==> src/design/assert_macros.svh <==
// Assertion macros for the RTL
`ifndef ASSERT_MACROS_SVH
`define ASSERT_MACROS_SVH
`ifndef SYNTHESIS
`define ASSERT_CLK(label, clk, rst_n, prop) \
  label: assert property (@(posedge clk) disable iff (!rst_n) (prop)) else $error("assert failed");
`define ASSERT_NEVER(label, clk, rst_n, expr) \
  label: assert property (@(posedge clk) disable iff (!rst_n) !(expr)) else $error("assert failed");
`else
`define ASSERT_CLK(label, clk, rst_n, prop)
`define ASSERT_NEVER(label, clk, rst_n, expr)
`endif
`endif

==> src/design/jbrq_pkg.sv <==
// Types and constants of the block requantizer
package jbrq_pkg;
  localparam logic [1:0] KIND_LOAD    = 2'd0;
  localparam logic [1:0] KIND_SYMBOL  = 2'd1;
  localparam logic [1:0] KIND_RESTART = 2'd2;
  localparam logic [1:0] KIND_UNUSED  = 2'd3;
  localparam logic [7:0] SYM_ZRL = 8'hF0;
  localparam logic [7:0] SYM_EOB = 8'h00;
  localparam int unsigned BLOCK_LEN = 64;
  localparam int unsigned ZRL_RUN = 16;
  localparam logic [11:0] AMP_SAT = 12'd2047;
  localparam logic [3:0] MAX_SIZE = 4'd11;

  typedef struct packed {
    logic [1:0]  kind;
    logic [1:0]  component;
    logic [1:0]  table_select;
    logic [3:0]  run_length;
    logic [3:0]  size_class;
    logic [10:0] amplitude_bits;
    logic [5:0]  factor_index;
    logic [15:0] factor_value;
  } in_req_t;

  typedef struct packed {
    logic [7:0]  symbol;
    logic        is_dc;
    logic [11:0] amplitude_out;
    logic [3:0]  amplitude_length;
    logic        block_done;
    logic        last;
  } out_req_t;
endpackage

==> src/design/jpeg_block_requantize_rle.sv <==
// Top level: JPEG coefficient requantizer and run-length re-encoder
//
// Input channel in_valid/in_stall/in_data carries load, symbol and restart
// requests; out_valid/out_stall/out_data carries re-encoded symbols.
// Factor tables live in one RAM ((2**TAB_W)*64 x 16, registered read).
// A symbol request is taken into a holding register in ST_IDLE, the factor
// RAM is read in ST_READ, the product is formed in ST_MUL, and then the
// 1 to 4 results are sent one per cycle while out_stall is low (ST_EMIT);
// a zero product that does not close the block gives no result. EOB, a
// closing ZRL and a run past the block end skip the RAM and give one result;
// a ZRL that does not close the block, loads and restarts give no result.
// The input is stalled while a symbol is in work, so no new request is taken
// before the last one is through; the single RAM read port and the serial
// emission of ZRL/symbol/EOB results are the reason.
// Reset clears predictors, block position and pending zeros; the factor RAM
// is not cleared and must be loaded before use.
// When out_stall is high in ST_EMIT the current result holds and emission waits.
module jpeg_block_requantize_rle #(
  parameter int NUM_COMPONENTS   = 4,
  parameter int NUM_TABLES       = 4,
  parameter int FACTOR_FRAC_BITS = 12
) (
  input  logic              clk,
  input  logic              rst_n,
  input  logic              in_valid,
  output logic              in_stall,
  input  jbrq_pkg::in_req_t in_data,
  output logic              out_valid,
  input  logic              out_stall,
  output jbrq_pkg::out_req_t out_data
);
  import jbrq_pkg::*;
  `include "assert_macros.svh"

  localparam int TAB_W = (NUM_TABLES > 1) ? $clog2(NUM_TABLES) : 1;
  localparam int AW = TAB_W + 6;
  localparam int DEPTH = (2 ** TAB_W) * BLOCK_LEN;

  typedef enum logic [1:0] {ST_IDLE, ST_READ, ST_MUL, ST_EMIT} state_t;
  state_t state_r, state_nxt;

  logic signed [15:0] dpred_r [4];
  logic signed [11:0] epred_r [4];
  logic [6:0] pos_r;
  logic [6:0] pend_r;

  logic [1:0]  comp_r;
  logic        dc_r;
  logic [6:0]  p_r;
  logic [3:0]  run_r;
  logic signed [16:0] val_r;
  logic signed [12:0] sc_r;
  logic [2:0]  nzrl_r;
  logic        emit_eob_r;
  logic        nz_r;
  logic        closes_r;
  logic [6:0]  pendrem_r;

  logic        accept;
  logic [1:0]  comp_sel, tsel_sel;
  logic        ram_we;
  logic [AW-1:0] ram_waddr, ram_raddr;
  logic [15:0] ram_rdata;
  logic [1:0]  tsel_r;

  assign accept = in_valid && !in_stall;
  assign in_stall = (state_r != ST_IDLE);

  always_comb begin
    comp_sel = (32'(in_data.component) >= NUM_COMPONENTS) ?
               2'(NUM_COMPONENTS - 1) : in_data.component;
    tsel_sel = (32'(in_data.table_select) >= NUM_TABLES) ?
               2'(NUM_TABLES - 1) : in_data.table_select;
  end

  function automatic logic signed [11:0] dec_amp(input logic [3:0] sz, input logic [10:0] b);
    logic [3:0] s;
    logic [11:0] msk, m;
    s = (sz > MAX_SIZE) ? MAX_SIZE : sz;
    msk = (12'd1 << s) - 12'd1;
    m = {1'b0, b} & msk;
    if (s == 4'd0) dec_amp = '0;
    else if (m[s-4'd1]) dec_amp = m;
    else dec_amp = m - msk;
  endfunction

  function automatic logic [3:0] amp_len(input logic [12:0] a);
    logic [3:0] l;
    l = '0;
    for (int i = 0; i < 13; i++) if (a[i]) l = 4'(i + 1);
    amp_len = l;
  endfunction

  assign ram_we = accept && in_data.kind == KIND_LOAD;
  assign ram_waddr = {TAB_W'(tsel_sel), in_data.factor_index};
  assign ram_raddr = {TAB_W'(tsel_r), p_r[5:0]};

  jbrq_ram #(.WIDTH(16), .DEPTH(DEPTH)) u_ram (
    .clk(clk), .we(ram_we), .waddr(ram_waddr), .wdata(in_data.factor_value),
    .raddr(ram_raddr), .rdata(ram_rdata)
  );

  // scale product
  logic [16:0] mag;
  logic [33:0] prod;
  logic [33:0] rnd;
  logic [11:0] psat;
  always_comb begin
    mag = val_r[16] ? 17'(-val_r) : 17'(val_r);
    prod = 34'(mag) * 34'(ram_rdata);
    rnd = (prod + (34'd1 << (FACTOR_FRAC_BITS - 1))) >> FACTOR_FRAC_BITS;
    psat = (rnd > 34'(AMP_SAT)) ? AMP_SAT : rnd[11:0];
  end

  // emission
  logic signed [12:0] ev;
  logic [12:0] eabs;
  logic [3:0] elen;
  logic [11:0] ebits;
  always_comb begin
    ev = dc_r ? (sc_r - 13'(epred_r[comp_r])) : sc_r;
    eabs = ev[12] ? 13'(-ev) : 13'(ev);
    elen = amp_len(eabs);
    ebits = ev[12] ? 12'(ev + 13'((13'd1 << elen) - 13'd1)) : ev[11:0];
  end

  logic more;
  always_comb begin
    more = (nzrl_r != 0) || (nz_r && emit_eob_r);
  end

  logic signed [11:0] damp;
  logic signed [15:0] dsum;
  logic [6:0] pa;
  assign damp = dec_amp(in_data.size_class, in_data.amplitude_bits);
  assign dsum = dpred_r[comp_sel] + 16'(damp);
  assign pa = pos_r + 7'(in_data.run_length);

  out_req_t ob;
  always_comb begin
    ob = '0;
    if (nzrl_r != 0) begin
      ob.symbol = SYM_ZRL;
    end else if (nz_r) begin
      ob.symbol = dc_r ? {4'd0, elen} : {pendrem_r[3:0], elen};
      ob.is_dc = dc_r;
      ob.amplitude_out = ebits;
      ob.amplitude_length = elen;
      ob.block_done = closes_r && !emit_eob_r;
    end else begin
      ob.symbol = SYM_EOB;
      ob.block_done = 1'b1;
    end
    ob.last = !more;
  end

  assign out_valid = (state_r == ST_EMIT);
  assign out_data = ob;

  always_comb begin
    state_nxt = state_r;
    case (state_r)
      ST_IDLE: begin
        if (accept && in_data.kind == KIND_SYMBOL) begin
          if (pos_r != 0 && (in_data.size_class == 4'd0 &&
              (in_data.run_length == 4'd0 ||
               (in_data.run_length == 4'd15 && pos_r + 7'd16 >= 7'd64)) ||
              (in_data.size_class != 4'd0 || in_data.run_length != 4'd15) && pa >= 7'd64))
            state_nxt = ST_EMIT;
          else if (!(pos_r != 0 && in_data.run_length == 4'd15 && in_data.size_class == 4'd0))
            state_nxt = ST_READ;
        end
      end
      ST_READ: state_nxt = ST_MUL;
      ST_MUL: state_nxt = (psat != 0 || dc_r || p_r == 7'd63) ? ST_EMIT : ST_IDLE;
      ST_EMIT: if (!out_stall && !more) state_nxt = ST_IDLE;
      default: state_nxt = ST_IDLE;
    endcase
  end

  always_ff @(posedge clk) begin
    if (!rst_n) begin
      state_r <= ST_IDLE;
      pos_r <= '0;
      pend_r <= '0;
      for (int i = 0; i < 4; i++) begin
        dpred_r[i] <= '0;
        epred_r[i] <= '0;
      end
      nzrl_r <= '0;
      emit_eob_r <= 1'b0;
      nz_r <= 1'b0;
    end else begin
      state_r <= state_nxt;
      case (state_r)
        ST_IDLE: begin
          if (accept && in_data.kind == KIND_RESTART) begin
            for (int i = 0; i < 4; i++) dpred_r[i] <= '0;
            pos_r <= '0;
            pend_r <= '0;
          end else if (accept && in_data.kind == KIND_SYMBOL) begin
            comp_r <= comp_sel;
            tsel_r <= tsel_sel;
            run_r <= in_data.run_length;
            nzrl_r <= '0;
            nz_r <= 1'b0;
            emit_eob_r <= 1'b1;
            if (pos_r == 0) begin
              dc_r <= 1'b1;
              p_r <= '0;
              val_r <= 17'(dsum);
              dpred_r[comp_sel] <= dsum;
            end else begin
              dc_r <= 1'b0;
              p_r <= pa;
              val_r <= 17'(damp);
              if (state_nxt == ST_EMIT) begin
                pos_r <= '0;
                pend_r <= '0;
              end else if (state_nxt == ST_IDLE) begin
                pos_r <= pos_r + 7'd16;
                pend_r <= pend_r + 7'd16;
              end
            end
          end
        end
        ST_READ: ;
        ST_MUL: begin
          sc_r <= val_r[16] ? -13'(psat) : 13'(psat);
          if (dc_r) begin
            nz_r <= 1'b1;
            emit_eob_r <= 1'b0;
            closes_r <= 1'b0;
            pendrem_r <= '0;
            pos_r <= 7'd1;
            pend_r <= '0;
          end else begin
            closes_r <= (p_r == 7'd63);
            if (psat == 0) begin
              nz_r <= 1'b0;
              nzrl_r <= '0;
              pendrem_r <= pend_r + 7'(run_r) + 7'd1;
              emit_eob_r <= 1'b1;
              if (p_r == 7'd63) begin
                pos_r <= '0;
                pend_r <= '0;
              end else begin
                pos_r <= p_r + 7'd1;
                pend_r <= pend_r + 7'(run_r) + 7'd1;
              end
            end else begin
              nz_r <= 1'b1;
              nzrl_r <= 3'((pend_r + 7'(run_r)) >> 4);
              pendrem_r <= 7'((pend_r + 7'(run_r)) & 7'h0F);
              emit_eob_r <= 1'b0;
              pend_r <= '0;
              pos_r <= (p_r == 7'd63) ? 7'd0 : p_r + 7'd1;
            end
          end
        end
        ST_EMIT: begin
          if (!out_stall) begin
            if (nzrl_r != 0) begin
              nzrl_r <= nzrl_r - 3'd1;
            end else if (nz_r) begin
              nz_r <= 1'b0;
              if (dc_r) epred_r[comp_r] <= 12'(sc_r);
            end
          end
        end
        default: ;
      endcase
    end
  end

  `ASSERT_NEVER(a_no_accept_busy, clk, rst_n, accept && state_r != ST_IDLE)
  `ASSERT_NEVER(a_pos_range, clk, rst_n, pos_r > 7'd63)
  `ASSERT_NEVER(a_zrl_count, clk, rst_n, nzrl_r > 3'd3)
  `ASSERT_CLK(a_emit_hold, clk, rst_n, out_valid && out_stall |=> out_valid && $stable(out_data))
endmodule

==> src/design/jbrq_ram.sv <==
// Generic single-port-write, registered-read RAM
module jbrq_ram #(
  parameter int WIDTH = 16,
  parameter int DEPTH = 256
) (
  input  logic                     clk,
  input  logic                     we,
  input  logic [$clog2(DEPTH)-1:0] waddr,
  input  logic [WIDTH-1:0]         wdata,
  input  logic [$clog2(DEPTH)-1:0] raddr,
  output logic [WIDTH-1:0]         rdata
);
  logic [WIDTH-1:0] mem [DEPTH];
  always_ff @(posedge clk) begin
    if (we) begin
      mem[waddr] <= wdata;
    end
    rdata <= mem[raddr];
  end
endmodule

==> config.mk <==
export PLATFORM = sky130hd
export DESIGN_NAME = jpeg_block_requantize_rle
export DESIGN_NICKNAME = d
export VERILOG_FILES = /design/src/design/jbrq_pkg.sv /design/src/design/jpeg_block_requantize_rle.sv /design/src/design/jbrq_ram.sv
export VERILOG_INCLUDE_DIRS = /design/src /design/src/design
export SDC_FILE = /design/constraint.sdc
export NUM_CORES = 2
export LEC_CHECK = 0
export BUFFER_PORTS_ARGS = -buffer_cell sky130_fd_sc_hd__buf_2
export CORE_ASPECT_RATIO = 0.75
export CORE_MARGIN = 2
export CORE_UTILIZATION = 25
export CTS_CLUSTER_DIAMETER = 50
export DETAILED_ROUTE_END_ITERATION = 8
export PLACE_DENSITY = 0.46
export SLEW_MARGIN = 10
export SYNTH_ARGS = -nofsm -noshare
export SYNTH_HDL_FRONTEND = slang
export SYNTH_MEMORY_MAX_BITS = 65536
export SYNTH_SLANG_ARGS = --single-unit
==> constraint.sdc <==
create_clock -name clk -period 15.3 [get_ports clk]
set_input_delay 0.765 -clock clk [delete_from_list [all_inputs] [get_ports clk]]
set_output_delay 0.765 -clock clk [all_outputs]
set_load 0.03 [all_outputs]
# Word-level counts from Yosys, hierarchy flattened
# Memories as Yosys holds them, arrays and structs flattened. A register that Yosys moved wholly into a read port is not among the register bits.
# Cells that the tools add are included.
dict set report word_totals {
  inputBits 51
  regBits 72
  mem_count 3
  elab_cells 220
  ramBits 4208
  output_inout_bits 29
}
dict set report op_classes {
  bitwise_logic 6
  eq_ne 18
  n_reduce_logical 46
  order_cmp 5
  n_shift 2
  multipliers 1
  add_sub_neg 18
  mux 105
}
# name words word_bits read_ports rd_ports_with_merged_regs wr line
set memory_table {}
lappend memory_table {u_ram.mem 256 16 1 1 1 jbrq_ram.sv:13} ;# logic [WIDTH-1:0] mem [DEPTH];
lappend memory_table {dpred_r 4 16 1 0 4 jpeg_block_requantize_rle.sv:42} ;# logic signed [15:0] dpred_r [4];
lappend memory_table {epred_r 4 12 1 1 4 jpeg_block_requantize_rle.sv:43} ;# logic signed [11:0] epred_r [4];
# op n
set ops {}
lappend ops {{two-way mux 7 bit} 15}
lappend ops {{two-way mux 16 bit} 5}
lappend ops {{two-way mux 12 bit} 6}
lappend ops {{two-way mux 4 bit} 14}
lappend ops {{two-way mux 17 bit} 3}
lappend ops {{two-way mux 1 bit} 35}
lappend ops {{adder 33 x 12 -> 34 bit, second input constant} 1}
lappend ops {{multiplier 17 x 16 -> 33 bit} 1}
lappend ops {{case mux 7 bit (2 select lines)} 2}
lappend ops {{two-way mux 13 bit} 2}
lappend ops {{two-way mux 8 bit} 3}
lappend ops {{left shift 1 x 4 -> 12 bit, first input constant} 2}
lappend ops {{subtractor 12 x 1 -> 12 bit, second input constant} 2}
lappend ops {{greater-than comparator 22 x 11 -> 1 bit, second input constant} 1}
lappend ops {{two-way mux 18 bit} 1}
lappend ops {{two-way mux 3 bit} 6}
lappend ops {{negator 17 bit} 1}
lappend ops {{adder 16 x 12 -> 16 bit} 1}
lappend ops {{two-way mux 2 bit} 8}
lappend ops {{OR reduction 16 bit} 1}
lappend ops {{adder 7 x 1 -> 7 bit, second input constant} 2}
lappend ops {{adder 7 x 4 -> 7 bit} 2}
lappend ops {{adder 7 x 5 -> 7 bit, second input constant} 2}
lappend ops {{>= comparator 7 bit, second input constant} 2}
lappend ops {{43 further kinds} 83}

# Longest topological paths before layout
dict set report depth {
  depth_word 23
  mapped_depth 40
  depth_no_buf 39
}

# Hierarchy
# A second synthesis with hierarchy kept.
dict set report hier_totals {
  hier_cells 9751
  area_unflattened_um2 180986.1
}
# module area_per_inst_um2 cells_per_inst n_inst seq_area_each_um2
set by_module_without_submodules {}
lappend by_module_without_submodules {jbrq_ram 158714.7 7360 1 123318.3}
lappend by_module_without_submodules {jpeg_block_requantize_rle 22271.4 2391 1 5325.1}

# Least setup slack after synthesis
# Ideal clock, no wire load.
dict set report synth_path {
  path_type {reg2reg}
  start {reg val_r[1]}
  end {reg pendrem_r[0] (data pin)}
  path_stages_with_launch 36
  path_buffers 1
  required_time_ns 15.040
  synth_period_minus_slack_ns 9.789
  arrival_time_ns 9.529
  setup_time_ns 0.260
  path_slack_ns 5.511
  cell_sequence {edfxtp_1 -> nor3_1 -> nand2_1 -> or3_1 -> or3_1 -> o31ai_1 -> xnor2_1 -> clkbuf_1 -> nand2_1 -> fa_1 -> fa_1 -> fa_1 -> inv_1 -> fa_1 -> fa_1 -> inv_1 -> fa_1 -> inv_1 -> ha_1 -> or3_1 -> o22a_1 -> nand3_1 -> o31ai_2 -> or2_2 -> a2111o_1 -> a32o_1 -> a32oi_1 -> nand3_1 -> nor2_1 -> ha_1 -> inv_1 -> nor3b_1 -> nand4_1 -> or4_1 -> nor4_4 -> mux2_2}
}
dict set report synth_between {
  elab_chain_cells 8
}
# item line
set synth_rtl {}
lappend synth_rtl {{start: declaration} jpeg_block_requantize_rle.sv:51} ;# logic signed [16:0] val_r;
lappend synth_rtl {{start signal: assignment} jpeg_block_requantize_rle.sv:211} ;# val_r <= 17'(dsum);
lappend synth_rtl {{start signal: assignment} jpeg_block_requantize_rle.sv:216} ;# val_r <= 17'(damp);
lappend synth_rtl {{negator 17 bit} jpeg_block_requantize_rle.sv:109} ;# mag = val_r[16] ? 17'(-val_r) : 17'(val_r);
lappend synth_rtl {{two-way mux 17 bit *} jpeg_block_requantize_rle.sv:109}
lappend synth_rtl {{multiplier 17 x 16 -> 33 bit *} jpeg_block_requantize_rle.sv:110} ;# prod = 34'(mag) * 34'(ram_rdata);
lappend synth_rtl {{adder 33 x 12 -> 34 bit *} jpeg_block_requantize_rle.sv:111} ;# rnd = (prod + (34'd1 << (FACTOR_FRAC_BITS - 1))) >> FACTOR_FRAC_BITS;
lappend synth_rtl {{greater-than comparator 22 x 11 -> 1 bit} jpeg_block_requantize_rle.sv:112} ;# psat = (rnd > 34'(AMP_SAT)) ? AMP_SAT : rnd[11:0];
lappend synth_rtl {{two-way mux 12 bit *} jpeg_block_requantize_rle.sv:112}
lappend synth_rtl {{logical NOT 12 bit *} jpeg_block_requantize_rle.sv:239} ;# if (psat == 0) begin
lappend synth_rtl {{two-way mux 4 bit *} jpeg_block_requantize_rle.sv:239}
lappend synth_rtl {{end signal: assignment} jpeg_block_requantize_rle.sv:242} ;# pendrem_r <= pend_r + 7'(run_r) + 7'd1;
lappend synth_rtl {{end signal: assignment} jpeg_block_requantize_rle.sv:254} ;# pendrem_r <= 7'((pend_r + 7'(run_r)) & 7'h0F);
lappend synth_rtl {{end: declaration} jpeg_block_requantize_rle.sv:57} ;# logic [6:0] pendrem_r;
# Every way passes the cells marked *; elsewhere a longest branch is shown, timed or not.
# A chain may end at the register's enable or synchronous reset.

==> summary.md <==
| Metric | Value |
|---|---|
| Outcome | finished, final reports clean |
| Chip Height | 739 microns |
| Via count | 96100 |
| Total of max-cap violations | 0 |
| Fmax | 0.0877 GHz |
| Final Hold Viols | 0 |
| Synth Area per Inst | 18.7 sq um |
| GRT Residual Overflow | 0 |
| Sink Count | 4297 |
| Setup Fix Bufs, Post-CTS | 0 |
| IO Pins | 80 |
| Core ar. | 0.717 sq mm |
| Pin count of the biggest net entering global routing | 177 |
| Share of layout cells above drive strength 1 | 22.5% |
| Setup repair after global routing missed its margin | no |
| # fillers | 70200 |
| Post-Synthesis Cells | 9651 |
| Post-Route WL | about 570 mm |
| Setup_tns | 0 ns |
| Drt drc | 0 |
| Hold Path Depth | 1 |
| Crit path DAT | 10.64 ns |
| Effective utilization at floorplan | between 20% and 30% |
| Met2 usage | a little over a fifth |
| Worst endpoint required time | 14.53 ns |
| VDD IR max | 0.745 mV |
| GR peak layer | met1 |
| PwrDens | 163 mW/mm^2 |
| Initial antenna violation count | 79 |
| Yosys Warn Count | 0 |
| DR pass1 iterations | 5 |
| Routed length per placed instance | 28.5 microns |
| Fin crit share | 74.5% |
| Crit path launch type | register |
| Post-synthesis sequential area ratio | 71.5% |
| Worst-path clk slew | 0.07 ns |
| CTS tree | done |
| Fin util | 29.1% |
| Total CTS buffers | 432 |
| Design area | 0.209 sq mm |
| Leakage | 0.0669 uW |
| Slew Limit Fails | 0 |
| Hold_buf cts | 6 |
| Nets | 10600 |
| Final ANT Viol Nets | 0 |
| Post-synth top area share | approximately 70% |
| FF-to-FF path depth | 36 |
| Root buffer cell | clkbuf_16 |
| Area contributors post-synth | edfxtp_1 71%, mux4_2 12%, mux2i_1 2.8% |
| Final setup viols | 0 |
| Dpl cell area | a little under 0.2 sq mm |
| First-pass GRT wire length | 786 mm |
| Grt met1 use | 24.1% |
| Layout area overhead | 16.0% |
| M3 GR Usage | 3.49% |
| CP Class | register to output pin |
| Register Area | 0.129 sq mm |
| H-tree depth | 5 |
| Min cycle time layout | approximately 11 ns |
| Worst slew margin | under 10% |
| GRT Total Usage | 15.1% |
| Synth Register Bits | 4297 |
| Worst Path Max Fanout | 20 |
| Main flop type after synthesis | edfxtp_1 |
| Vias/cell | slightly below 5 |
| Worst Tran Pin Value | about 1.4 ns |
| FP Rows | 269 |
| Chip Width | 984 microns |
| Synth cell types | 99 |
| Asr flop ratio synth | 0% |
| Clock insertion delay at the later pin of the skew report | roughly 1.1 ns |
| Vias in the first global route | between 90000 and 100k |
| Die footprint | just over 0.7 sq mm |
| Post-synth EDFFs | 4258 |
| Clock skew | 0.0923 ns |
| Drt first-iter violations | 11800 |
| Yosys top cell by area | edfxtp_1 |
| Gpl congestion | 0.779 |
| PortBufs | 79 |
| Area of the mapped netlist | 0.180 sq mm |
| Setup crit end kind | output pin |
| Post-CTS sizing | 0 |
| Hold Path Class | primary input to register |
| Post-DP HPWL | 349 mm |
| Clk buf depth | 4 |
| Multi-input gate area | between 0.04 and 0.05 sq mm |
layer usage:
layer	vias up	routed length, microns
li1	40000	-
met1	52000	278000
met2	3552	234000
met3	582	48400
met4	20	8450
met5	-	120
state kept, by name (all words and copies together) (netlist names), 2 cells and up, named ones only:
name	cells
u_ram.mem	4096
dpred_r	64
epred_r	48
u_ram.rdata	16
val_r	16
sc_r	13
p_r	7
pend_r	7
pos_r	7
pendrem_r	4
run_r	4
nzrl_r	3
comp_r	2
state_r	2
tsel_r	2
synthesized netlist by cell type (all sizes together), types with 26 or more instances:
cell type,n
o221ai,249
clkbuf,324
or3,26
o21a,27
mux2i,509
xnor2,54
nor3,86
mux4,926
nand2,371
buf,211
ha,190
and3,32
a21o,30
fa,214
nand2b,30
o21ai,191
and2,163
nand3,57
a211oi,100
a21oi,265
inv,361
nor2,420
nor2b,38
dfxtp,39
nor4,29
edfxtp,4258
o22ai,183
xor2,30
power by group:
group	internal, uW	switching, uW	total, uW	leakage, uW
clock network	5740	4770	10500	0.00673
registers	13000	79.5	13100	0.0387
logic	3870	6560	10400	0.0214
final cells by class:
class | instances | area share (%)
flip-flops and latches | 4297 | 61.6
clock inverters | 289 | 1.25
diodes | 36 | 0.0431
multi-input cells | 4469 | 23.4
well taps | 9485 | 5.68
repair buffers | 532 | 2.02
inverters | 365 | 0.663
clock buffers | 518 | 5.35
path summary, 6_finish.rpt:
check	start	to	slack [ns]
worst max-delay path	register	out_data[17]	3.90
worst min-delay path	in_data[11]	u_ram.mem[215][11]	0.13
worst max register to register	val_r[0]	pendrem_r[0]	4.02
worst min register to register	pend_r[3]	pend_r[3]	0.49
metrics by stage:
step | worst slack (ns) | cells | hold slack, ns | power [uW]
3_3_place_gp | 4.11 | 19100 | 0.469 | 23900
2_1_floorplan | 5.51 | 9666 | 0.448 | 20600
5_1_grt | 2.77 | 20000 | 0.0972 | 36000
6_report | 3.90 | 20000 | 0.131 | 34100
3_5_place_dp | 4.00 | 19100 | 0.475 | 23800
4_1_cts | 3.57 | 20000 | 0.0657 | 34300
critical path: stages (launching register included):
cell	delay, ns
dfxtp_1	0.86
mux4_2	0.36
ha_1	0.24
inv_1	0.08
fa_1	0.45
a211oi_1	0.47
o21ai_1	0.23
a311oi_2	0.41
a21oi_1	0.15
mux2i_1	0.57
or2_1	0.68
nand3_1	0.21
a221oi_2	0.51
nand4_1	0.17
ha_1	0.31
inv_1	0.04
ha_1	0.21
fa_1	0.47
a21o_1	0.18
a21oi_1	0.22
o21bai_1	0.13
a2111oi_0	0.89
o31ai_1	0.17
a21oi_1	0.21
xnor2_1	0.20
or4b_2	0.61
a31oi_1	0.30
buf_2	0.28
cells in the final DEF (no fill, tap or decap), types with 19 or more instances in the layout:
cell,instances
o21ai_0,187
clkbuf_1,84
inv_1,357
buf_4,427
xnor2_1,53
fa_1,214
diode_2,36
nor2_1,265
nand3_1,51
buf_12,20
o221ai_1,249
mux2i_1,508
clkinv_1,103
o22ai_1,183
nand2b_1,28
nand2_1,360
edfxtp_1,4258
mux4_2,926
a21o_1,30
nor3_1,40
nor3_2,46
nor2_4,20
nor4_1,25
and2_1,159
xor2_1,30
dfxtp_1,39
ha_1,190
nor2b_1,38
clkbuf_16,434
buf_2,63
or3_1,26
bufinv_16,29
clkinv_2,91
o21a_1,27
inv_6,19
a211oi_1,90
nor2_2,135
and3_1,32
a21oi_1,262
cells by family after synthesis:
family	after synthesis	synth area share [%]
flip-flops	4297	71.5
multiplexers	1443	14.5
AND/OR/NAND/NOR	1328	3.49
AO/OA/AOI/OAI	1193	4.49
buffers and inverters	900	1.98
adder cells (fa/ha/maj)	404	3.70
XOR/XNOR	84	0.409
other	2	0.00417
Power figures use the tool's default switching activity.
